--- config.mk ---
export PLATFORM = sky130hd
export DESIGN_NAME = rtp_h264_nal_reassembler
export DESIGN_NICKNAME = d
export VERILOG_FILES = /design/src/rtl/rtpnal_pkg.sv /design/src/rtl/rtpnal_front.sv /design/src/rtl/rtpnal_queue.sv /design/src/rtl/rtpnal_back.sv /design/src/rtl/rtp_h264_nal_reassembler.sv
export SDC_FILE = /design/constraint.sdc
export NUM_CORES = 2
export LEC_CHECK = 0
export BUFFER_PORTS_ARGS = -buffer_cell sky130_fd_sc_hd__buf_4
export CORE_AREA = 8 8 291 293
export DETAILED_ROUTE_END_ITERATION = 10
export DIE_AREA = 0 0 299 301
export GPL_TIMING_DRIVEN = 0
export PLACE_DENSITY_LB_ADDON = 0.05
export SKIP_CTS_REPAIR_TIMING = 1
export SYNTH_ARGS = -nofsm -noshare
export SYNTH_HDL_FRONTEND = slang
export SYNTH_SLANG_ARGS = --single-unit
--- constraint.sdc ---
create_clock -name clk -period 27.1 [get_ports clk]
set_input_delay 5.42 -clock clk [delete_from_list [all_inputs] [get_ports clk]]
set_output_delay 5.42 -clock clk [all_outputs]
set_load 0.01 [all_outputs]
--- src/rtl/rtpnal_pkg.sv ---
// types, constants and helpers shared by the nal reassembler modules
package rtpnal_pkg;

	localparam int OFFSET_BITS_DEFAULT = 16;
	localparam int LEN_W = 16;
	localparam int TS_W = 32;
	localparam int TYPE_W = 5;
	localparam int MAX_RESULTS = 3;
	localparam int COUNT_W = 2;
	localparam int QUEUE_AW = 2;
	localparam int QUEUE_DEPTH = 1 << QUEUE_AW;

	localparam logic [TYPE_W-1:0] TYPE_STAP_A = 5'd24;
	localparam logic [TYPE_W-1:0] TYPE_STAP_B = 5'd25;
	localparam logic [TYPE_W-1:0] TYPE_MTAP24 = 5'd27;
	localparam logic [TYPE_W-1:0] TYPE_FU_A = 5'd28;
	localparam logic [TYPE_W-1:0] TYPE_FU_B = 5'd29;

	localparam int FU_START_BIT = 7;
	localparam int FU_END_BIT = 6;

	localparam logic [1:0] SKIP_NONE = 2'd0;
	localparam logic [1:0] SKIP_STAP_A = 2'd1;
	localparam logic [1:0] SKIP_FU = 2'd2;
	localparam logic [1:0] SKIP_LONG = 2'd3;

	typedef enum logic [1:0] {
		EV_STORE = 2'd0,
		EV_COMPLETE = 2'd1,
		EV_DROP = 2'd2,
		EV_ERROR = 2'd3
	} event_kind_t;

	typedef struct packed {
		event_kind_t kind;
		logic [LEN_W-1:0] addr;
		logic [7:0] data;
		logic [LEN_W-1:0] len;
		logic [TS_W-1:0] ts;
		logic [TYPE_W-1:0] typ;
	} event_t;

	typedef struct packed {
		event_t [MAX_RESULTS-1:0] ev;
		logic [COUNT_W-1:0] count;
	} bundle_t;

	function automatic logic is_fu(logic [TYPE_W-1:0] t);
		return (t == TYPE_FU_A) || (t == TYPE_FU_B);
	endfunction

	function automatic logic [1:0] skip_for(logic [TYPE_W-1:0] t);
		logic [1:0] s;
		if (t == TYPE_STAP_A) begin
			s = SKIP_STAP_A;
		end else if (t >= TYPE_STAP_B && t <= TYPE_MTAP24) begin
			s = SKIP_LONG;
		end else begin
			s = SKIP_NONE;
		end
		return s;
	endfunction

	function automatic bundle_t push_event(bundle_t b, event_t e);
		if (b.count < COUNT_W'(MAX_RESULTS)) begin
			b.ev[b.count] = e;
			b.count = b.count + 1'b1;
		end
		return b;
	endfunction

endpackage

--- src/rtl/rtpnal_front.sv ---
// front part: accepts payload bytes, tracks packet and nal state, builds event bundles
module rtpnal_front import rtpnal_pkg::*; #(
	parameter int OFFSET_BITS = OFFSET_BITS_DEFAULT
) (
	input  logic              clk,
	input  logic              arst_n,
	input  logic              item_valid,
	input  logic              item_ready,
	input  logic [7:0]        payload_byte,
	input  logic              packet_start,
	input  logic              packet_end,
	input  logic [LEN_W-1:0]  packet_length,
	input  logic [TS_W-1:0]   rtp_timestamp,
	input  logic              cfg_valid,
	input  logic [LEN_W-1:0]  cfg_data,
	output logic              push_valid,
	output bundle_t           push_bundle
);

	localparam int CW = (OFFSET_BITS > LEN_W) ? OFFSET_BITS : LEN_W;
	localparam logic [CW-1:0] OFFSET_MAX = CW'((1 << OFFSET_BITS) - 1);

	typedef struct packed {
		logic                   open;
		logic [OFFSET_BITS-1:0] wo;
		logic [TS_W-1:0]        hts;
		logic                   disc;
		logic [TYPE_W-1:0]      ctype;
		bundle_t                bnd;
	} work_t;

	logic                   nal_open_q;
	logic [OFFSET_BITS-1:0] write_offset_q;
	logic [TS_W-1:0]        held_ts_q;
	logic [LEN_W-1:0]       byte_pos_q;
	logic [TYPE_W-1:0]      packet_kind_q;
	logic [1:0]             skip_count_q;
	logic [2:0]             indicator_q;
	logic                   completes_q;
	logic                   discard_q;
	logic [TYPE_W-1:0]      current_type_q;
	logic [LEN_W-1:0]       capacity_q;

	logic [CW-1:0]          cap_limit;
	work_t                  w_nxt;
	logic [LEN_W-1:0]       pos_nxt;
	logic [TYPE_W-1:0]      pk_nxt;
	logic [1:0]             skip_nxt;
	logic [2:0]             ind_nxt;
	logic                   comp_nxt;
	logic                   accept;

	function automatic work_t f_emit(work_t w, event_kind_t k, logic [OFFSET_BITS-1:0] addr,
			logic [7:0] data, logic [OFFSET_BITS-1:0] len, logic [TS_W-1:0] ts);
		event_t e;
		e.kind = k;
		e.addr = LEN_W'(addr);
		e.data = data;
		e.len = LEN_W'(len);
		e.ts = ts;
		e.typ = w.ctype;
		w.bnd = push_event(w.bnd, e);
		return w;
	endfunction

	function automatic work_t f_drop(work_t w, event_kind_t k);
		w = f_emit(w, k, '0, '0, w.open ? w.wo : '0, w.open ? w.hts : '0);
		w.open = 1'b0;
		return w;
	endfunction

	function automatic work_t f_open(work_t w, logic [TS_W-1:0] ts);
		if (!w.open || w.hts != ts) begin
			if (w.open) begin
				w = f_drop(w, EV_DROP);
			end
			w.open = 1'b1;
			w.wo = '0;
		end
		w.hts = ts;
		return w;
	endfunction

	function automatic work_t f_room(work_t w, logic [LEN_W-1:0] need, logic [CW-1:0] cap);
		logic [CW-1:0] room;
		room = (cap > CW'(w.wo)) ? cap - CW'(w.wo) : '0;
		if (CW'(need) > room) begin
			w = f_drop(w, EV_DROP);
			w.disc = 1'b1;
		end
		return w;
	endfunction

	function automatic work_t f_store(work_t w, logic [7:0] x, logic [CW-1:0] cap);
		if (w.open && !w.disc) begin
			if (CW'(w.wo) >= cap) begin
				w = f_drop(w, EV_DROP);
				w.disc = 1'b1;
			end else begin
				w = f_emit(w, EV_STORE, w.wo, x, '0, '0);
				w.wo = w.wo + 1'b1;
			end
		end
		return w;
	endfunction

	assign accept = item_valid && item_ready;
	assign cap_limit = (CW'(capacity_q) < OFFSET_MAX) ? CW'(capacity_q) : OFFSET_MAX;

	always_comb begin
		work_t w;
		logic [LEN_W-1:0] pos;
		logic [LEN_W-1:0] need;
		logic [LEN_W-1:0] hdr;
		w.open = nal_open_q;
		w.wo = write_offset_q;
		w.hts = held_ts_q;
		w.disc = discard_q;
		w.ctype = current_type_q;
		w.bnd = '0;
		pos = packet_start ? '0 : byte_pos_q;
		pk_nxt = packet_kind_q;
		skip_nxt = skip_count_q;
		ind_nxt = indicator_q;
		comp_nxt = completes_q;
		need = '0;
		hdr = '0;
		if (pos == '0) begin
			w.disc = 1'b0;
			comp_nxt = 1'b0;
			pk_nxt = payload_byte[TYPE_W-1:0];
			if (is_fu(pk_nxt)) begin
				ind_nxt = payload_byte[7:5];
				skip_nxt = SKIP_FU;
				if (packet_length < LEN_W'(2) || packet_end) begin
					w = f_drop(w, EV_ERROR);
					w.disc = 1'b1;
				end else begin
					w = f_open(w, rtp_timestamp);
				end
			end else begin
				skip_nxt = skip_for(pk_nxt);
				w = f_open(w, rtp_timestamp);
				w.ctype = pk_nxt;
				comp_nxt = 1'b1;
				need = (packet_length > LEN_W'(skip_nxt)) ?
					packet_length - LEN_W'(skip_nxt) : '0;
				w = f_room(w, need, cap_limit);
				if (!w.disc && skip_nxt == SKIP_NONE) begin
					w = f_store(w, payload_byte, cap_limit);
				end
			end
		end else if (is_fu(pk_nxt) && pos == LEN_W'(1)) begin
			if (!w.disc) begin
				hdr = payload_byte[FU_START_BIT] ? LEN_W'(1) : LEN_W'(2);
				need = (packet_length > hdr) ? packet_length - hdr : '0;
				comp_nxt = payload_byte[FU_END_BIT];
				w.ctype = payload_byte[TYPE_W-1:0];
				w = f_room(w, need, cap_limit);
				if (!w.disc && payload_byte[FU_START_BIT]) begin
					w = f_store(w, {ind_nxt, payload_byte[TYPE_W-1:0]}, cap_limit);
				end
			end
		end else if (pos >= LEN_W'(skip_nxt)) begin
			w = f_store(w, payload_byte, cap_limit);
		end
		if (packet_end) begin
			if (!w.disc && w.open && comp_nxt) begin
				w = f_emit(w, EV_COMPLETE, '0, '0, w.wo, w.hts);
				w.open = 1'b0;
			end
			pos_nxt = '0;
		end else begin
			pos_nxt = (pos != '1) ? pos + 1'b1 : pos;
		end
		w_nxt = w;
	end

	assign push_valid = accept && (w_nxt.bnd.count != '0);
	assign push_bundle = w_nxt.bnd;

	always_ff @(posedge clk or negedge arst_n) begin
		if (!arst_n) begin
			nal_open_q <= 1'b0;
			write_offset_q <= '0;
			held_ts_q <= '0;
			byte_pos_q <= '0;
			packet_kind_q <= '0;
			skip_count_q <= '0;
			indicator_q <= '0;
			completes_q <= 1'b0;
			discard_q <= 1'b0;
			current_type_q <= '0;
		end else if (accept) begin
			nal_open_q <= w_nxt.open;
			write_offset_q <= w_nxt.wo;
			held_ts_q <= w_nxt.hts;
			byte_pos_q <= pos_nxt;
			packet_kind_q <= pk_nxt;
			skip_count_q <= skip_nxt;
			indicator_q <= ind_nxt;
			completes_q <= comp_nxt;
			discard_q <= w_nxt.disc;
			current_type_q <= w_nxt.ctype;
		end
	end

	always_ff @(posedge clk or negedge arst_n) begin
		if (!arst_n) begin
			capacity_q <= '1;
		end else if (cfg_valid) begin
			capacity_q <= cfg_data;
		end
	end

endmodule

--- src/rtl/rtpnal_queue.sv ---
// short queue of event bundles between the front and back parts
module rtpnal_queue import rtpnal_pkg::*; (
	input  logic    clk,
	input  logic    arst_n,
	input  logic    push_valid,
	input  bundle_t push_bundle,
	output logic    full,
	input  logic    pop,
	output bundle_t head,
	output logic    head_valid
);

	bundle_t             entries_q [QUEUE_DEPTH];
	logic [QUEUE_AW:0]   wptr_q;
	logic [QUEUE_AW:0]   rptr_q;

	assign head_valid = (wptr_q != rptr_q);
	assign full = (wptr_q[QUEUE_AW] != rptr_q[QUEUE_AW]) &&
		(wptr_q[QUEUE_AW-1:0] == rptr_q[QUEUE_AW-1:0]);
	assign head = entries_q[rptr_q[QUEUE_AW-1:0]];

	always_ff @(posedge clk) begin
		if (push_valid) begin
			entries_q[wptr_q[QUEUE_AW-1:0]] <= push_bundle;
		end
	end

	always_ff @(posedge clk or negedge arst_n) begin
		if (!arst_n) begin
			wptr_q <= '0;
			rptr_q <= '0;
		end else begin
			if (push_valid) begin
				wptr_q <= wptr_q + 1'b1;
			end
			if (pop) begin
				rptr_q <= rptr_q + 1'b1;
			end
		end
	end

endmodule

--- src/rtl/rtpnal_back.sv ---
// back part: walks each bundle and presents its events through an output register
module rtpnal_back import rtpnal_pkg::*; (
	input  logic              clk,
	input  logic              arst_n,
	input  bundle_t           head,
	input  logic              head_valid,
	output logic              pop,
	output logic              event_valid,
	input  logic              event_ready,
	output logic [1:0]        event_kind,
	output logic [LEN_W-1:0]  store_address,
	output logic [7:0]        store_data,
	output logic [LEN_W-1:0]  nal_length,
	output logic [TS_W-1:0]   nal_timestamp,
	output logic [TYPE_W-1:0] nal_type,
	output logic              last_of_run
);

	logic [COUNT_W-1:0] idx_q;
	logic               out_valid_q;
	event_t             out_ev_q;
	logic               out_last_q;
	logic               load;
	logic               last;

	assign load = head_valid && (!out_valid_q || event_ready);
	assign last = (idx_q == head.count - 1'b1);
	assign pop = load && last;

	always_ff @(posedge clk or negedge arst_n) begin
		if (!arst_n) begin
			idx_q <= '0;
			out_valid_q <= 1'b0;
		end else begin
			if (load) begin
				idx_q <= last ? '0 : idx_q + 1'b1;
				out_valid_q <= 1'b1;
			end else if (event_ready) begin
				out_valid_q <= 1'b0;
			end
		end
	end

	always_ff @(posedge clk) begin
		if (load) begin
			out_ev_q <= head.ev[idx_q];
			out_last_q <= last;
		end
	end

	assign event_valid = out_valid_q;
	assign event_kind = out_ev_q.kind;
	assign store_address = out_ev_q.addr;
	assign store_data = out_ev_q.data;
	assign nal_length = out_ev_q.len;
	assign nal_timestamp = out_ev_q.ts;
	assign nal_type = out_ev_q.typ;
	assign last_of_run = out_last_q;

endmodule

--- src/rtl/rtp_h264_nal_reassembler.sv ---
// top level of the rtp h.264 nal reassembler
// Takes one RTP payload byte per cycle while the queue has room and emits
// store-byte, NAL-complete, drop and packet-error events. The front part
// classifies each byte in the cycle it is taken and writes the one to three
// events it causes, if any, as one bundle into a four-entry queue; the back
// part sends one event per cycle while event_ready is high, through an
// output register. Bytes that cause at most one event thus stream at one
// per cycle while event_ready is high; a byte that causes several events
// holds the back part until all are sent, and the queue absorbs short
// bursts of those. The capacity register may be written at any time the
// block is idle; there is no clearing pass after reset.
module rtp_h264_nal_reassembler import rtpnal_pkg::*; #(
	parameter int OFFSET_BITS = OFFSET_BITS_DEFAULT
) (
	input  logic              clk,
	input  logic              arst_n,
	input  logic              item_valid,
	output logic              item_ready,
	input  logic [7:0]        payload_byte,
	input  logic              packet_start,
	input  logic              packet_end,
	input  logic [LEN_W-1:0]  packet_length,
	input  logic [TS_W-1:0]   rtp_timestamp,
	input  logic              cfg_valid,
	output logic              cfg_ready,
	input  logic [LEN_W-1:0]  cfg_data,
	output logic              event_valid,
	input  logic              event_ready,
	output logic [1:0]        event_kind,
	output logic [LEN_W-1:0]  store_address,
	output logic [7:0]        store_data,
	output logic [LEN_W-1:0]  nal_length,
	output logic [TS_W-1:0]   nal_timestamp,
	output logic [TYPE_W-1:0] nal_type,
	output logic              last_of_run
);

	logic    push_valid;
	bundle_t push_bundle;
	logic    queue_full;
	logic    pop;
	bundle_t head;
	logic    head_valid;

	assign item_ready = !queue_full;
	assign cfg_ready = 1'b1;

	rtpnal_front #(
		.OFFSET_BITS(OFFSET_BITS)
	) u_front (
		.clk(clk),
		.arst_n(arst_n),
		.item_valid(item_valid),
		.item_ready(item_ready),
		.payload_byte(payload_byte),
		.packet_start(packet_start),
		.packet_end(packet_end),
		.packet_length(packet_length),
		.rtp_timestamp(rtp_timestamp),
		.cfg_valid(cfg_valid),
		.cfg_data(cfg_data),
		.push_valid(push_valid),
		.push_bundle(push_bundle)
	);

	rtpnal_queue u_queue (
		.clk(clk),
		.arst_n(arst_n),
		.push_valid(push_valid),
		.push_bundle(push_bundle),
		.full(queue_full),
		.pop(pop),
		.head(head),
		.head_valid(head_valid)
	);

	rtpnal_back u_back (
		.clk(clk),
		.arst_n(arst_n),
		.head(head),
		.head_valid(head_valid),
		.pop(pop),
		.event_valid(event_valid),
		.event_ready(event_ready),
		.event_kind(event_kind),
		.store_address(store_address),
		.store_data(store_data),
		.nal_length(nal_length),
		.nal_timestamp(nal_timestamp),
		.nal_type(nal_type),
		.last_of_run(last_of_run)
	);

endmodule

* Yosys cells after proc, flatten, opt, wreduce, memory -nomap -nowiden
Memory sizes are Yosys's and may differ from the RTL's. Cells that the tools add are included.
Word-level totals: logic and storage cells 194, memory bits (read-only) 0, bits in latches 0, input bits 79, output and inout bits 83, memories kept 1, bits in writable memories 956, register bits 187
Cells by class: div/mod/pow operators 0, $lt $le $gt $ge 27, shift operators 0, bitwise logic cells 0, $mul 0, add/subtract/negate cells 16, eq/ne operators 12, muxes and demuxes 80, reduce and logical (&&, ||, !) cells 36
Memories:
- u_queue.entries_q | words 4, bits a word 239, read ports 1, clocked after Yosys merged registers in 0, write ports 1, line rtpnal_queue.sv:13 | bundle_t entries_q [QUEUE_DEPTH];
Operators with widths (count):
- 294-bit two-way mux | 26
- 239-bit two-way mux | 6
- 237-bit bitwise mux | 6
- 79-bit demux with 2-bit select | 4
- 79-bit two-way mux | 5
- 16-bit two-way mux | 12
- 79-bit binary-select mux with 2-bit select | 1
- 32-bit two-way mux | 4
- 81-bit two-way mux | 1
- 16-bit greater-than comparator | 5
- 16-bit by 1-bit adder with 16-bit output, second input constant | 4
- 16-bit greater-or-equal comparator | 3
- 16-bit subtractor | 3
- 32-bit != test | 1
- 5-bit equality test, second input constant | 5
- 1-bit logical AND | 18
- 16-bit by 1-bit equality test with 1-bit output, second input constant | 1
- 16-bit by 2-bit greater-or-equal comparator with 1-bit output | 1
- 16-bit by 2-bit greater-than comparator with 1-bit output | 1
- 16-bit logical NOT | 1
- 16-bit less-than comparator, second input constant | 1
- 16-bit by 2-bit less-than comparator with 1-bit output, second input constant | 1
- 16-bit != test, second input constant | 1
- 16-bit by 2-bit subtractor with 16-bit output | 1
- 19 further kinds | 59

* Depth between registers and ports, before layout
depth after elaboration 37, gate-level depth with buffers 37, gate-level depth less buffers 33

* By module
From an unflattened synthesis, not the netlist that was laid out.
Unflattened totals: cell total of the unflattened synthesis 3456, area, all modules 52834.4 um^2
Modules (own cells, without submodules):
- rtpnal_queue | area an instance 34837.2 um^2, sequential area each 28857.7 um^2, cells an instance 1279, times used 1
- rtpnal_front | area an instance 13782.0 um^2, sequential area each 2447.3 um^2, cells an instance 1808, times used 1
- rtpnal_back | area an instance 4200.3 um^2, sequential area each 2477.4 um^2, cells an instance 366, times used 1
- rtp_h264_nal_reassembler | area an instance 15.0 um^2, sequential area each 0.0 um^2, cells an instance 3, times used 1

* Worst setup path before layout
Ideal clock, no wire load.
kind input to register, start in rtp_timestamp[11], end mem u_queue.entries_q[3][0] in the netlist's numbering, enable pin, slack 9.155 ns, arrival 17.313 ns, data required time 26.468 ns, stages 32, path through xor2_1 -> nor4_1 -> nand4_1 -> nor3_1 -> clkbuf_1 -> buf_1 -> nand2_1 -> inv_1 -> ha_1 -> inv_1 -> fa_1 -> a21o_1 -> a21oi_1 -> o21bai_1 -> a21oi_1 -> o21bai_1 -> a21oi_1 -> o21ai_0 -> a221oi_1 -> nor2_1 -> clkbuf_1 -> nand2_1 -> ha_1 -> nand3_1 -> or4_1 -> a21o_1 -> a31oi_2 -> ha_1 -> o21ai_0 -> a31oi_1 -> o31a_1 -> and2_1
On the way: word-level cells in the longest chain between the ends 26
Ends and longest elaborated chain:
- start, declared | line rtp_h264_nal_reassembler.sv:23 | input logic [TS_W-1:0] rtp_timestamp,
- 32-bit != test (*) | line rtpnal_front.sv:73 | if (!w.open || w.hts != ts) begin
- 1-bit logical OR (*) | line rtpnal_front.sv:73
- 294-bit two-way mux (*) | line rtpnal_front.sv:73
- 294-bit two-way mux | line rtpnal_front.sv:132 | if (is_fu(pk_nxt)) begin
- 294-bit two-way mux | line rtpnal_front.sv:128 | if (pos == '0) begin
- 16-bit subtractor / 16-bit greater-than comparator (equally long branches) | line rtpnal_front.sv:86 | room = (cap > CW'(w.wo)) ? cap - CW'(w.wo) : '0;
- 16-bit two-way mux | line rtpnal_front.sv:86
- 16-bit greater-than comparator | line rtpnal_front.sv:87 | if (CW'(need) > room) begin
- (+10 left out)
- 2-bit by 1-bit adder with 2-bit output, or another cell as far along | line rtpnal_pkg.sv:67 | b.count = b.count + 1'b1;
- 239-bit two-way mux / 1-bit logical AND (equally long branches) | line rtpnal_pkg.sv:65, rtpnal_front.sv:168
- 294-bit two-way mux | line rtpnal_front.sv:168 | if (!w.disc && w.open && comp_nxt) begin
- 294-bit two-way mux (*) | line rtpnal_front.sv:167 | if (packet_end) begin
- 2-bit nonzero test (*) | line rtpnal_front.sv:179 | assign push_valid = accept && (w_nxt.bnd.count != '0);
- 1-bit logical AND (*) | line rtpnal_front.sv:179
- 1-bit two-way mux (*) | line rtpnal_queue.sv:23 | if (push_valid) begin
- 1-bit two-way mux (implied by the code) (*) | line rtpnal_queue.sv:24 | entries_q[wptr_q[QUEUE_AW-1:0]] <= push_bundle;
- end, declared | line rtpnal_queue.sv:13
Every way passes the cells marked *; elsewhere a longest branch is shown, timed or not. The select of a mux whose other input is x is not followed.

==> impl_metrics.toml <==
[global_routing]
groute.usage.overall_pct = 31.0
grt_pass1_vias = 32100
antenna_found_initial = 1
grt_overflow = 0
grt_max_degree = 58
grt_pass1_wl_um = 207000

[logic_synthesis]
synth_top_family_by_area = "multiplexers"
synth_edf_count = 1036
yosysWarnings = 0
synth_xor_xnor_area_share_pct = 1.60
synthAdderAreaFrac_pct = 3.01
syn_nets = 3418
synthFlopType = "edfxtp_1"
yosys.area_share.simple_pct = 6.57
synth_area_um2 = 50800
synthCells = 3219
ys_ff_latch = 1142
syn_area_per_cell_um2 = 15.8
synth-compound-area-share_pct = 6.84
ys_types = 91
synth_mux_area_share_pct = 13.4
synthArstFlopShare_pct = 9.28
synth-seq-area-share_pct = 66.4

[status]
status = "completed"

[critical_path]
arrival_ps = 18280
critPathMaxStageDelay_ps = 790
rrSetupSlack_ps = 13730
worstSetupEndpointType = "flip-flop"
cp-start-kind = "input port"
r2r_cells = 36
slowest_stage = "nor3_1"
rr_startpoint = "u_front.held_ts_q[12]"
worstPathRequired_ps = 27570
r2r-end = "u_queue.entries_q[1][151]"
crit_path_max_fanout = 10
crit_type = "in2reg"

[sta]
setup_viol = 0
fmax_mhz = 56.2
period_share_pct = 65.7
finClkSkew_ps = 61.0
slew-limit-headroom_pct = 10.4
rsz0062_at_grt = "false"
hold_violations = 0
fin_tns_setup_ps = 0
min_period_ps = 17800
fin_ws_ps = 9300
tightest_slew_ps = 1330
slew_viol_final = 0
hold_slack_ps = 496

[floorplan]
dieArea_um2 = 90000
die_h_um = 301
start_util_pct = 63.6
num_rows = 104
num_io_pins = 162
core_um2 = 79900
die_width_um = 299

[power_and_ir_drop]
p_per_area_nw_per_um2 = 109
irDropWorstVdd_mv = 0.0916
p_leak_nw = 20.0

[layout]
area_growth_pct = 12.7
final_util_pct = 71.7
nFillCells = 5021
layout.nets = 3706
drive_gt1_share_pct = 19.1

[place]
dpl.hpwl_um = 97000
place.gp.congestion = 0.954
dp_slack_ps = 9120
io_buffers = 155

[clock_network]
cts.clk_slew.worst_paths_ps = 60
htreeDepth = 3
cts_buffers = 110
cts_tree = "yes"
numClockSinks = 1142
insertion_delay_ps = 710
clock-root-buffer = "clkbuf_16"
cts_max_path_buffers = 3

[worst_hold_path]
hold_depth = 1
worstHoldStart = "u_queue.rptr_q[2]"
holdPathEnd = "u_queue.rptr_q[2]"
hold_path.class = "reg2reg"

[drt]
drc = 0
drt_wl_total_um = 142000
vias_per_cell = 6.73
drt_iter0_markers = 3324
post_drt_wl_per_cell_um = 30.4
num_vias = 31400
antenna_left = 0
firstDrtPassIters = 6

[job]
drv_cap = 0
==> through the flow <==
| stage | area, um^2 | instances | total power, mW |
|---|---|---|---|
| 6_report | 57300 | 4661 | 6.25 |
| 5_1_grt | 57300 | 4660 | 6.48 |
| 4_1_cts | 57300 | 4660 | 6.26 |
| 3_5_place_dp | 53900 | 4455 | 4.78 |
| 3_3_place_gp | 53300 | 4434 | 4.87 |
| 2_1_floorplan | 50800 | 3219 | 4.08 |
==> critical path, delay by kind of cell <==
kind	cells	cell delay, ps
compound gates	11	3020
buf+inv	8	2610
simple gates	13	5630
xor+xnor	1	260
fa+ha+maj	4	1300
==> flip-flops by register name, summed over array words and instances (netlist names) <==
| signal | count |
|---|---|
| u_back.nal_timestamp | 32 |
| u_front.completes_q | 1 |
| u_back.event_kind | 2 |
| u_front.indicator_q | 3 |
| u_front.nal_open_q | 1 |
| u_front.packet_kind_q | 4 |
| u_front.capacity_q | 16 |
| u_back.nal_type | 5 |
| u_front.current_type_q | 5 |
| u_queue.rptr_q | 3 |
| u_back.nal_length | 16 |
| u_front.skip_count_q | 2 |
| u_back.store_data | 8 |
| u_front.discard_q | 1 |
| u_queue.entries_q | 956 |
| u_back.last_of_run | 1 |
| u_front.write_offset_q | 16 |
| u_front.held_ts_q | 32 |
| u_back.event_valid | 1 |
| u_back.store_address | 16 |
| u_back.idx_q | 2 |
| u_front.byte_pos_q | 16 |
| u_queue.wptr_q | 3 |
==> logic make-up after synthesis <==
logic type	count (synthesis)
flip-flops	1142
AND/OR/NAND/NOR	695
AO/OA/AOI/OAI	522
multiplexers	376
buffers and inverters	270
adder cells (fa/ha/maj)	120
XOR/XNOR	93
other	1
==> layout by cell type, fill, tap and decap left out, types with 14 or more instances in the layout <==
cell type  instances
nand3_1           35
xor2_1            54
nand4_1           22
clkbuf_1         150
inv_1             83
o21ai_0          176
o2bb2ai_1         26
dfrtp_1           90
mux2_2            50
clkinv_1          31
ha_1             116
nor2_1           152
mux2i_1           87
or3_1             21
xnor2_1           39
nand2_1          257
a21oi_1           84
buf_16            18
a22o_1            83
nand2b_1          15
clkinv_2          16
nor2b_1           50
and2_1            32
mux4_2           239
nor4_1            24
a21o_1            18
clkbuf_16        110
edfxtp_1        1036
buf_4            159
buf_2             18
buf_1             37
o22ai_1           14
nor3_1            32
dfstp_2           16
==> layer usage <==
metal	vias up	GRT usage (%)	share of wire, %
met5	-	0	0.0078
met2	1773	51.7	49
met3	376	4.92	7.6
met1	16100	40.3	38
li1	13200	-	-
met4	2	14.5	5.1
==> how the worst max path moves through the flow <==
stage | from | endpoint | slack (ps) | cells past startpoint
floorplan | rtp_timestamp[11] | u_queue.entries_q[3][0] | 9160 | 32
global placement | rtp_timestamp[12] | u_queue.entries_q[3][144] | 510 | 33
detailed placement | rtp_timestamp[12] | u_queue.entries_q[1][151] | 9120 | 37
CTS | rtp_timestamp[12] | u_queue.entries_q[1][151] | 9800 | 37
global route | rtp_timestamp[12] | u_queue.entries_q[1][151] | 9110 | 37
finish | rtp_timestamp[12] | u_queue.entries_q[1][151] | 9300 | 37
==> synthesized netlist by cell type (5+ instances only) <==
| master | number | area (um^2) |
|---|---|---|
| edfxtp_1 | 1036 | 31100 |
| ha_1 | 116 | 1450 |
| buf_2 | 18 | 90.1 |
| nand2_1 | 257 | 965 |
| and3_1 | 11 | 68.8 |
| mux2i_1 | 87 | 871 |
| o21bai_1 | 7 | 52.6 |
| nor2b_1 | 50 | 313 |
| a31oi_1 | 10 | 62.6 |
| nand2b_1 | 15 | 93.8 |
| o2bb2ai_1 | 26 | 228 |
| a221oi_1 | 6 | 52.6 |
| nor4_1 | 25 | 156 |
| clkbuf_1 | 120 | 450 |
| mux2_2 | 50 | 563 |
| inv_1 | 83 | 312 |
| and2_1 | 36 | 225 |
| xor2_1 | 54 | 473 |
| nor2_1 | 152 | 571 |
| or2_2 | 7 | 43.8 |
| nand3b_1 | 5 | 37.5 |
| buf_1 | 37 | 139 |
| or3_1 | 21 | 131 |
| nand3_1 | 35 | 175 |
| o22ai_1 | 14 | 87.6 |
| nor3_1 | 32 | 160 |
| a21oi_1 | 85 | 425 |
| dfrtp_1 | 90 | 2250 |
| a21o_1 | 18 | 135 |
| a211oi_1 | 9 | 67.6 |
| nand4_1 | 22 | 138 |
| xnor2_1 | 39 | 342 |
| a22o_1 | 83 | 727 |
| o21ai_1 | 6 | 30.0 |
| o31ai_1 | 6 | 45.0 |
| o21ai_0 | 176 | 881 |
| o21a_1 | 10 | 75.1 |
| mux4_2 | 239 | 5380 |
| o211ai_1 | 8 | 60.1 |
| dfstp_2 | 16 | 420 |
==> where the power goes <==
group	switching [mW]	internal, mW
sequential	0.141	2.49
combinational	1.32	0.839
clock	0.658	0.803
total	2.12	4.13
==> final cells by class <==
cell class	count	area, um^2	share of cell area (%)
antenna	1	2.50	0.00437
tap	1060	1330	2.31
buffer	182	743	1.30
clock inverter	63	512	0.893
timing repair buffer	176	1710	2.98
clock buffer	142	2890	5.05
inverter	88	330	0.576
sequential	1142	33800	58.9
multi-input combinational	1807	16000	27.9
Power figures use the tool's default switching activity.
